<file path="src/rtl/sle_pkg.sv">
// Shared types and codes for the sorted list engine.
// Holds the request and response beat structs, opcode and status codes, and the sequencer
// states. No dependencies.
package sle_pkg;

   localparam int CAPACITY = 32;

   localparam logic [1:0] KIND_INSERT = 2'd0;
   localparam logic [1:0] KIND_DELETE = 2'd1;
   localparam logic [1:0] KIND_LIST   = 2'd2;

   localparam logic [1:0] STATUS_OK        = 2'd0;
   localparam logic [1:0] STATUS_FULL      = 2'd1;
   localparam logic [1:0] STATUS_NOT_FOUND = 2'd2;
   localparam logic [1:0] STATUS_EMPTY     = 2'd3;

   typedef struct packed {
      logic [1:0]         kind;
      logic signed [31:0] value;
   } req_type;

   typedef struct packed {
      logic [1:0]         status;
      logic signed [31:0] item_value;
      logic [5:0]         position;
      logic               last;
   } rsp_type;

   typedef enum logic [2:0] {
      ST_IDLE,
      ST_INS_RD,
      ST_INS_CMP,
      ST_INS_PUT,
      ST_DEL_RD,
      ST_DEL_CMP,
      ST_LS_RD,
      ST_LS_OUT
   } state_type;

endpackage

</file>
<file path="src/rtl/sle_ram.sv">
// Generic single write port, single read port RAM with registered read data.
// No dependencies.
module sle_ram #(
   parameter int WIDTH = 32,
   parameter int DEPTH = 32
) (
   input  logic                     clock,
   input  logic                     wr_en,
   input  logic [$clog2(DEPTH)-1:0] wr_addr,
   input  logic [WIDTH-1:0]         wr_data,
   input  logic                     rd_en,
   input  logic [$clog2(DEPTH)-1:0] rd_addr,
   output logic [WIDTH-1:0]         rd_data
);

   logic [WIDTH-1:0] mem [DEPTH];
   logic [WIDTH-1:0] rd_data_ff;

   always_ff @(posedge clock) begin
      if (wr_en) begin
         mem[wr_addr] <= wr_data;
      end
      if (rd_en) begin
         rd_data_ff <= mem[rd_addr];
      end
   end

   assign rd_data = rd_data_ff;

endmodule

</file>
<file path="src/rtl/sorted_list_engine.sv">
// Sorted list engine top level: sequencer, compare logic and entry RAM.
// Depends on sle_pkg and sle_ram.
//
// Usage:
//   req channel carries one operation per beat: insert, delete first equal, or list.
//   rsp channel returns one status beat per insert or delete, and one beat per stored
//   entry for a list (ascending, 1-based position, last set on the final beat). A list
//   of an empty store returns a single empty beat. An unused kind is dropped.
//   Entries live in a RAM with registered read; the sequencer walks it one entry at a
//   time, reading each entry before it compares or sends it.
//   Insert walks down from the top, moving each entry not below the new value up one
//   slot, and writes the new value above the first smaller entry. Delete scans every
//   entry and shifts those after the first match down. List reads and sends each entry
//   in turn.
//   A full insert, an empty delete or an empty list answers with no RAM access.
//   req_ready is high only while the sequencer is idle; one operation is in work at a time.
//   rsp holds in an output register; a stalled receiver freezes the sequencer at its
//   next beat while the store and the beat in flight hold.
//   Reset clears the entry count; the RAM needs no clearing pass.
module sorted_list_engine #(
   parameter int CAPACITY = sle_pkg::CAPACITY
) (
   input  logic             clock,
   input  logic             reset,
   input  logic             req_valid,
   output logic             req_ready,
   input  sle_pkg::req_type req_data,
   output logic             rsp_valid,
   input  logic             rsp_ready,
   output sle_pkg::rsp_type rsp_data
);

   localparam int AW = $clog2(CAPACITY);
   localparam int CW = $clog2(CAPACITY + 1);
   localparam int PW = (CW > 6) ? CW : 6;

   sle_pkg::state_type state_ff, state_in;
   logic [CW-1:0]      count_ff, count_in;
   logic [CW-1:0]      scan_ff, scan_in;
   logic [AW-1:0]      ptr_ff, ptr_in;
   logic               found_ff, found_in;
   logic signed [31:0] value_ff, value_in;
   logic [1:0]         status_ff, status_in;
   logic               rsp_valid_ff, rsp_valid_in;
   sle_pkg::rsp_type   rsp_data_ff, rsp_data_in;

   logic               wr_en;
   logic [AW-1:0]      wr_addr;
   logic [31:0]        wr_data;
   logic               rd_en;
   logic [AW-1:0]      rd_addr;
   logic [31:0]        rd_data;
   logic signed [31:0] entry;
   logic               slot_free;
   logic               scan_last;
   logic               found_now;
   logic [PW-1:0]      pos_wide;

   sle_ram #(
      .WIDTH (32),
      .DEPTH (CAPACITY)
   ) u_ram (
      .clock   (clock),
      .wr_en   (wr_en),
      .wr_addr (wr_addr),
      .wr_data (wr_data),
      .rd_en   (rd_en),
      .rd_addr (rd_addr),
      .rd_data (rd_data)
   );

   assign entry     = $signed(rd_data);
   assign slot_free = !rsp_valid_ff || rsp_ready;
   assign scan_last = (scan_ff + CW'(1)) == count_ff;
   assign found_now = found_ff || (entry == value_ff);
   assign pos_wide  = PW'(scan_ff) + PW'(1);

   always_ff @(posedge clock) begin
      if (reset) begin
         state_ff     <= sle_pkg::ST_IDLE;
         count_ff     <= '0;
         rsp_valid_ff <= 1'b0;
      end else begin
         state_ff     <= state_in;
         count_ff     <= count_in;
         rsp_valid_ff <= rsp_valid_in;
      end
   end

   always_ff @(posedge clock) begin
      scan_ff     <= scan_in;
      ptr_ff      <= ptr_in;
      found_ff    <= found_in;
      value_ff    <= value_in;
      status_ff   <= status_in;
      rsp_data_ff <= rsp_data_in;
   end

   always_comb begin
      state_in     = state_ff;
      count_in     = count_ff;
      scan_in      = scan_ff;
      ptr_in       = ptr_ff;
      found_in     = found_ff;
      value_in     = value_ff;
      status_in    = status_ff;
      rsp_valid_in = rsp_valid_ff && !rsp_ready;
      rsp_data_in  = rsp_data_ff;
      wr_en        = 1'b0;
      wr_addr      = ptr_ff;
      wr_data      = value_ff;
      rd_en        = 1'b0;
      rd_addr      = scan_ff[AW-1:0];
      req_ready    = 1'b0;

      unique case (state_ff)
         sle_pkg::ST_IDLE: begin
            req_ready = 1'b1;
            if (req_valid) begin
               value_in = req_data.value;
               scan_in  = '0;
               found_in = 1'b0;
               ptr_in   = count_ff[AW-1:0];
               case (req_data.kind)
                  sle_pkg::KIND_INSERT: begin
                     if (count_ff == CW'(CAPACITY)) begin
                        status_in = sle_pkg::STATUS_FULL;
                        state_in  = sle_pkg::ST_LS_OUT;
                     end else if (count_ff == '0) begin
                        state_in = sle_pkg::ST_INS_PUT;
                     end else begin
                        state_in = sle_pkg::ST_INS_RD;
                     end
                  end
                  sle_pkg::KIND_DELETE: begin
                     if (count_ff == '0) begin
                        status_in = sle_pkg::STATUS_EMPTY;
                        state_in  = sle_pkg::ST_LS_OUT;
                     end else begin
                        state_in = sle_pkg::ST_DEL_RD;
                     end
                  end
                  sle_pkg::KIND_LIST: begin
                     if (count_ff == '0) begin
                        status_in = sle_pkg::STATUS_EMPTY;
                        state_in  = sle_pkg::ST_LS_OUT;
                     end else begin
                        status_in = sle_pkg::STATUS_OK;
                        state_in  = sle_pkg::ST_LS_RD;
                     end
                  end
                  default: state_in = sle_pkg::ST_IDLE;
               endcase
               found_in = (req_data.kind == sle_pkg::KIND_LIST) && (count_ff != '0);
            end
         end
         sle_pkg::ST_INS_RD: begin
            rd_en    = 1'b1;
            rd_addr  = ptr_ff - AW'(1);
            state_in = sle_pkg::ST_INS_CMP;
         end
         sle_pkg::ST_INS_CMP: begin
            wr_en = 1'b1;
            if (entry >= value_ff) begin
               wr_data  = rd_data;
               ptr_in   = ptr_ff - AW'(1);
               state_in = (ptr_ff == AW'(1)) ? sle_pkg::ST_INS_PUT : sle_pkg::ST_INS_RD;
            end else begin
               count_in  = count_ff + CW'(1);
               status_in = sle_pkg::STATUS_OK;
               state_in  = sle_pkg::ST_LS_OUT;
            end
         end
         sle_pkg::ST_INS_PUT: begin
            wr_en     = 1'b1;
            count_in  = count_ff + CW'(1);
            status_in = sle_pkg::STATUS_OK;
            state_in  = sle_pkg::ST_LS_OUT;
         end
         sle_pkg::ST_DEL_RD: begin
            rd_en    = 1'b1;
            state_in = sle_pkg::ST_DEL_CMP;
         end
         sle_pkg::ST_DEL_CMP: begin
            // shift down every entry after the match
            if (found_ff) begin
               wr_en   = 1'b1;
               wr_addr = scan_ff[AW-1:0] - AW'(1);
               wr_data = rd_data;
            end
            found_in = found_now;
            scan_in  = scan_ff + CW'(1);
            if (scan_last) begin
               if (found_now) begin
                  count_in  = count_ff - CW'(1);
                  status_in = sle_pkg::STATUS_OK;
               end else begin
                  status_in = sle_pkg::STATUS_NOT_FOUND;
               end
               found_in = 1'b0;
               state_in = sle_pkg::ST_LS_OUT;
            end else begin
               state_in = sle_pkg::ST_DEL_RD;
            end
         end
         sle_pkg::ST_LS_RD: begin
            rd_en    = 1'b1;
            state_in = sle_pkg::ST_LS_OUT;
         end
         sle_pkg::ST_LS_OUT: begin
            // found_ff marks a listing beat; otherwise a single status beat
            if (slot_free) begin
               rsp_valid_in = 1'b1;
               if (found_ff) begin
                  rsp_data_in.status     = sle_pkg::STATUS_OK;
                  rsp_data_in.item_value = entry;
                  rsp_data_in.position   = pos_wide[5:0];
                  rsp_data_in.last       = scan_last;
                  scan_in                = scan_ff + CW'(1);
                  state_in = scan_last ? sle_pkg::ST_IDLE : sle_pkg::ST_LS_RD;
               end else begin
                  rsp_data_in.status     = status_ff;
                  rsp_data_in.item_value = '0;
                  rsp_data_in.position   = '0;
                  rsp_data_in.last       = 1'b1;
                  state_in               = sle_pkg::ST_IDLE;
               end
            end
         end
         default: state_in = sle_pkg::ST_IDLE;
      endcase
   end

   assign rsp_valid = rsp_valid_ff;
   assign rsp_data  = rsp_data_ff;

   a_count_bound: assert property (@(posedge clock) disable iff (reset)
      count_ff <= CW'(CAPACITY))
      else $error("entry count above capacity");

   a_count_step: assert property (@(posedge clock) disable iff (reset)
      !$stable(count_ff) |-> (count_ff == $past(count_ff) + CW'(1)
                              || count_ff == $past(count_ff) - CW'(1)))
      else $error("entry count moved by more than one");

   a_insert_room: assert property (@(posedge clock) disable iff (reset)
      (state_ff == sle_pkg::ST_INS_RD || state_ff == sle_pkg::ST_INS_PUT)
      |-> count_ff < CW'(CAPACITY))
      else $error("insert in progress on a full store");

   a_list_scan: assert property (@(posedge clock) disable iff (reset)
      (state_ff == sle_pkg::ST_LS_OUT && found_ff) |-> scan_ff < count_ff)
      else $error("listing beyond stored entries");

endmodule

</file>
<file path="config.mk">
export PLATFORM = sky130hd
export DESIGN_NAME = sorted_list_engine
export DESIGN_NICKNAME = d
export VERILOG_FILES = /design/src/rtl/sle_pkg.sv /design/src/rtl/sle_ram.sv /design/src/rtl/sorted_list_engine.sv
export SDC_FILE = /design/constraint.sdc
export NUM_CORES = 2
export LEC_CHECK = 0
export BUFFER_PORTS_ARGS = -buffer_cell sky130_fd_sc_hd__buf_4
export CORE_MARGIN = 2
export CORE_UTILIZATION = 43
export CTS_CLUSTER_DIAMETER = 200
export DETAILED_ROUTE_END_ITERATION = 10
export PLACE_DENSITY = 0.64
export SETUP_SLACK_MARGIN = 0.3
export SLEW_MARGIN = 20
export SYNTH_ARGS = -nofsm -noshare
export SYNTH_HDL_FRONTEND = slang
export SYNTH_SLANG_ARGS = --single-unit
</file>
<file path="constraint.sdc">
create_clock -name clock -period 8.2 [get_ports clock]
set_input_delay 0.41 -clock clock [delete_from_list [all_inputs] [get_ports clock]]
set_output_delay 0.41 -clock clock [all_outputs]
set_load 0.005 [all_outputs]
</file>
# Word level (Yosys, flattened, before mapping)
# Memory sizes are Yosys's and may differ from the RTL's. A register that Yosys moved wholly into a read port is not among the register bits.
# Cells that the tools add are included.
# totals
ramBits	1024
mem_count	1
out_inout_bits	43
regBits	97
# classes
n_eq_ne	23
n_lt_le_gt_ge	1
add_sub_neg	5
muxes	50
reduce_logical	26
# mem_list
name	depth	word_bits	read_ports	rd_clocked_by_memory_dff	write_ports	line	source
u_ram.mem	32	32	1	1	1	sle_ram.sv:16	logic [WIDTH-1:0] mem [DEPTH];
# op_table
cell	n
2-to-1 mux 32 bit	2
one-hot mux 32 bit (2 select lines)	1
2-to-1 mux 6 bit	6
one-hot mux 6 bit (3 select lines)	2
== test 32 bit	1
>= comparator 32 bit	1
2-to-1 mux 5 bit	5
2-to-1 mux 2 bit	11
one-hot mux 3 bit (7 select lines)	1
2-to-1 mux 3 bit	6
inequality test 2 bit (second input constant)	7
adder 6 x 1 -> 6 bit (second input constant)	2
== test 3 bit (second input constant)	4
2-to-1 mux 1 bit	10
one-hot mux 5 bit (2 select lines)	1
subtractor 5 x 1 -> 5 bit (second input constant)	2
one-hot mux 3 bit (3 select lines)	1
one-hot mux 2 bit (4 select lines)	1
AND reduction 2 bit	4
AND reduction 4 bit	2
AND reduction 7 bit	1
== test 3 x 2 -> 1 bit (second input constant)	2
== test 6 bit	1
== test 6 bit (second input constant)	1
22 further kinds	30

# Logic depth before layout (Yosys ltp)
# logic_depth
depth_word	6
ltp_mapped	11
depth_no_buf	10

# Hierarchy
# A second synthesis with hierarchy kept.
# hier_totals
hier_cells	2745
hier_area_um2	46465.8
# modules_own_cells
mod	cells_per_inst	instances	area_each_um2	seq_area_each_um2
sle_ram	2260	1	40812.9	31710.4
sorted_list_engine	485	1	5652.9	2812.7

# Worst setup path before layout
# No wires, ideal clock.
# synth_path
kind	reg-to-reg
from	reg state_ff[1]
to	mem u_ram.mem[14][0], enable pin
slack_ns	4.479
path_buffers	2
stages_incl_launch_ff	10
setup_time_ns	0.421
arrival_ns	3.300
cell_sequence	dfxtp_1 -> buf_2 -> inv_1 -> nand3_2 -> inv_1 -> nand2_1 -> clkbuf_1 -> o21ai_0 -> nand3_1 -> nor2_1
# synth_via
elab_chain_cells	5
elab_cells_between_ends	8
cone_classes	3 x eq/ne; 4 x mux; 1 x reduce/logical
# synth_lines
element	line	source
start, declared	sorted_list_engine.sv:37	sle_pkg::state_type state_ff, state_in;
start signal, assigned	sorted_list_engine.sv:80	state_ff <= sle_pkg::ST_IDLE;
start signal, assigned	sorted_list_engine.sv:84	state_ff <= state_in;
== test 3 x 2 -> 1 bit	sorted_list_engine.sv:116	unique case (state_ff)
OR reduction 2 bit (no line)	-	
one-hot mux 1 bit (2 select lines)	sorted_list_engine.sv:116	
2-to-1 mux 1 bit	sle_ram.sv:20	if (wr_en) begin
2-to-1 mux 1 bit (not written as such)	sle_ram.sv:21	mem[wr_addr] <= wr_data;
end, declared	sle_ram.sv:16	
# Several ways; a longest one is shown, not always the timed one.

# Worst setup path in the final report
# layout_path
from	reg u_ram.rd_data_ff[20] (netlist: u_ram.rd_data[20]) (read register of u_ram.mem)
to	mem u_ram.mem[20][11], data pin
# layout_via
elab_chain_cells	3
# layout_lines
element	line	source
start, declared	sle_ram.sv:17	logic [WIDTH-1:0] rd_data_ff;
>= comparator 32 bit	sorted_list_engine.sv:164	if (entry >= value_ff) begin
2-to-1 mux 32 bit	sorted_list_engine.sv:164	
one-hot mux 32 bit (2 select lines)	sorted_list_engine.sv:116	
via u_ram.wr_data[11]	sle_ram.sv:10	input logic [WIDTH-1:0] wr_data,
# The timed path passes the listed nets, and every way through them passes these cells.

==> metrics.txt <==
status finished clean; fmax roughly 210 MHz; Num CTS Buffers 108; vias 23400; final wirelength 118000 um; Post-Syn Instances 2298; Root Buffer clkbuf_16; worst flop-to-flop path endpoint u_ram.mem[20][11]$_DFFE_PP_; top-area cell type share of the netlist area 75.3%; most area-hungry cell type in the Yosys netlist edfxtp_1; register bit total from synthesis between 1000 and 1500; final setup TNS 0 ns; Fill cells 8385; H-Tree Depth 3; Placer Congestion 0.856; initial core utilization 43.3%; ranking of synthesized cells by area edfxtp_1 75%, mux4_2 13%, nand2_1 1.8%; Hold Fails Final Rpt 0; post-layout net count 2549; post-CTS setup buffers 0; Avg Cell Area, Syn 19.8 um2; Yosys warning count 0; initial antenna violation count 1; Reg2Reg Setup Slack 3.42 ns; global-route total usage across every layer 21.9%; slew margin rel. 22.9%; core area 0.105 mm2; Main synth FF type edfxtp_1; PwrDens between 300 and 400 mW/mm2; Port Buf Inserts 80; max-slew violations 0; # placed instances 3714; RSZ-0062 raised after global routing false; non-filler cells, final 3951; # hold bufs at CTS 33; most common cell after layout, fill and taps aside edfxtp_1; dpl ws 3.43 ns; Synth cell types 54; Detail Route Antenna Nets 0; Critical Path Sink Type flip-flop; Clock Skew 0.0447 ns; first-pass GRT wire length 169000 um; Critical R2R Launch u_ram.rd_data[20]$_DFFE_PP_; vias in the first global route 23300; share of layout cells above drive strength 1 24.3%; DP Area 0.0481 mm2; Arr. time, crit path 5.15 ns; minimum clock period 4.78 ns; HP Class in -> reg; # rows 119; height of the die 330 um; vias per inst about 6; peak supply drop 0.248 mV; worst setup path end u_ram.mem[20][11]$_DFFE_PP_; Clk Latency, worst-skew pair 0.72 ns; CTS Buffer Depth 3; Die W approximately 330 um; Reg clk slew, reported paths 0.07 ns; CTS tree yes; Ports 81; Async S/R FF share, synth 0%; crit start category flip-flop; Max-cap violations 0; Post-Layout Inst Area approximately 0.052 mm2; clk sinks 1153; Post-DP HPWL 63400 um; area grow syn2layout 13.9%; WS Path Type reg -> reg; mapped cell area between 0.04 and 0.05 mm2; largest net degree at the start of global routing 149; CP startpoint u_ram.rd_data[20]$_DFFE_PP_; part of the cycle the worst path needs just under 60%; Final setup viols 0; die area roughly 0.11 mm2; residual DRC count 0; first drt pass iteration count 5; post_cts resized 0; WHS about 0.063 ns; Least-Margin Pin Slew 1.15 ns; worst-path maximum fanout 32; reg2reg path depth 9; most frequent cells in the layout 1143 x edfxtp_1, 256 x mux4_2, 220 x nand2_1, 130 x buf_4, 109 x clkbuf_16; Iter 0 DRT Violations approximately 3200; Worst Slack Setup Final 3.42 ns; Post-Syn Nets 2381; Seq/Total Area, Yosys roughly three quarters; WP data required 8.58 ns; EDFF count, synth 1143; total grt overflow 0; P_leak 16.8 nW; Avg WL per Cell 30.0 um
## kinds of logic (layout without fill, tap and decap cells)
group / count (synthesis) / in the layout / share of synthesized area [%]
muxes: 320 / 320 / 14.1
xor gates and xnor gates: 20 / 20 / 0.414
buffers and inverters: 158 / 418 / 1.75
DFF: 1153 / 1153 / 75.7
other: 0 / 2 / 0
AOI/OAI and AO/OA: 126 / 126 / 1.94
and+or+nand+nor: 476 / 476 / 4.78
adders and majority gates: 45 / 45 / 1.25
## critical path, stage by stage (launching register included)
cell	delay, ns
edfxtp_1	0.57
ha_1	0.37
nand4_1	0.30
nor4_1	0.80
inv_1	0.09
a31oi_1	0.49
o31ai_4	0.28
nand2_2	0.13
buf_4	0.61
mux2_2	0.77
## final cells by class
cell class / instances / area (um2) / share of cell area [%]
Inverter: 49 / 184 / 0.354
Tap cell: 1391 / 1740 / 3.35
Antenna cell: 2 / 5.00 / 0.00964
Clock buffer: 135 / 2830 / 5.44
Sequential cell: 1153 / 34500 / 66.5
Clock inverter: 67 / 676 / 1.30
Timing Repair Buffer: 167 / 1380 / 2.65
Multi-Input combinational cell: 987 / 10600 / 20.4
## sequential cells by signal, indices dropped and copies added (netlist names), 3 cells and up
signal	flops
value_ff	32
state_ff	3
rsp_data	41
u_ram.rd_data	32
count_ff	6
scan_ff	6
ptr_ff	5
u_ram.mem	1024
## synth_stat cells (14+ instances only)
cell         n
clkbuf_1    39
inv_1       49
a32oi_1     33
xnor2_1     14
ha_1        44
and2_1      33
mux4_2     256
edfxtp_1  1143
nand2_1    221
nor2_1      64
buf_4       17
mux2_2      32
and3_1      36
a21oi_1     37
o21ai_0     19
buf_2       35
nand3_1     76
mux2i_1     32
## worst min path at each step
stage,depth (start not counted),slack [ns],startpoint,endpoint
detailed placement,1,0.55,status_ff[0]$_DFFE_PP_,rsp_data[39]$_SDFFCE_PP0P_
global placement,1,0.51,status_ff[1]$_DFFE_PP_,rsp_data[40]$_SDFFCE_PP0P_
CTS,3,0.04,rsp_ready,rsp_valid$_SDFF_PP0_
global route,3,0.08,rsp_ready,rsp_valid$_SDFF_PP0_
finish,3,0.06,rsp_ready,rsp_valid$_SDFF_PP0_
floorplan,0,0.51,req_data[0],value_ff[0]$_DFFE_PP_
## report_power, final
group	switching [W]	leakage, nW	internal (W)
combinational	0.00370	4.66	0.00227
clock	0.00218	1.70	0.00277
sequential	0.000279	10.4	0.00762
## through the flow
step	total power, W	utilization (%)
floorplan	0.0121	-
global placement	0.0139	45.7
detailed placement	0.0140	45.7
CTS	0.0189	49.3
global route	0.0196	49.3
finish	0.0188	49.3
## metal layers
layer	vias up	GRT usage, %	part of all wire (%)
met5	-	0	0
met4	0	7.49	2.9
met3	184	4.29	9.7
met2	1288	34.4	47
met1	12300	30.9	40
li1	9638	-	-
Note: power is estimated with default switching activity, not from simulation.
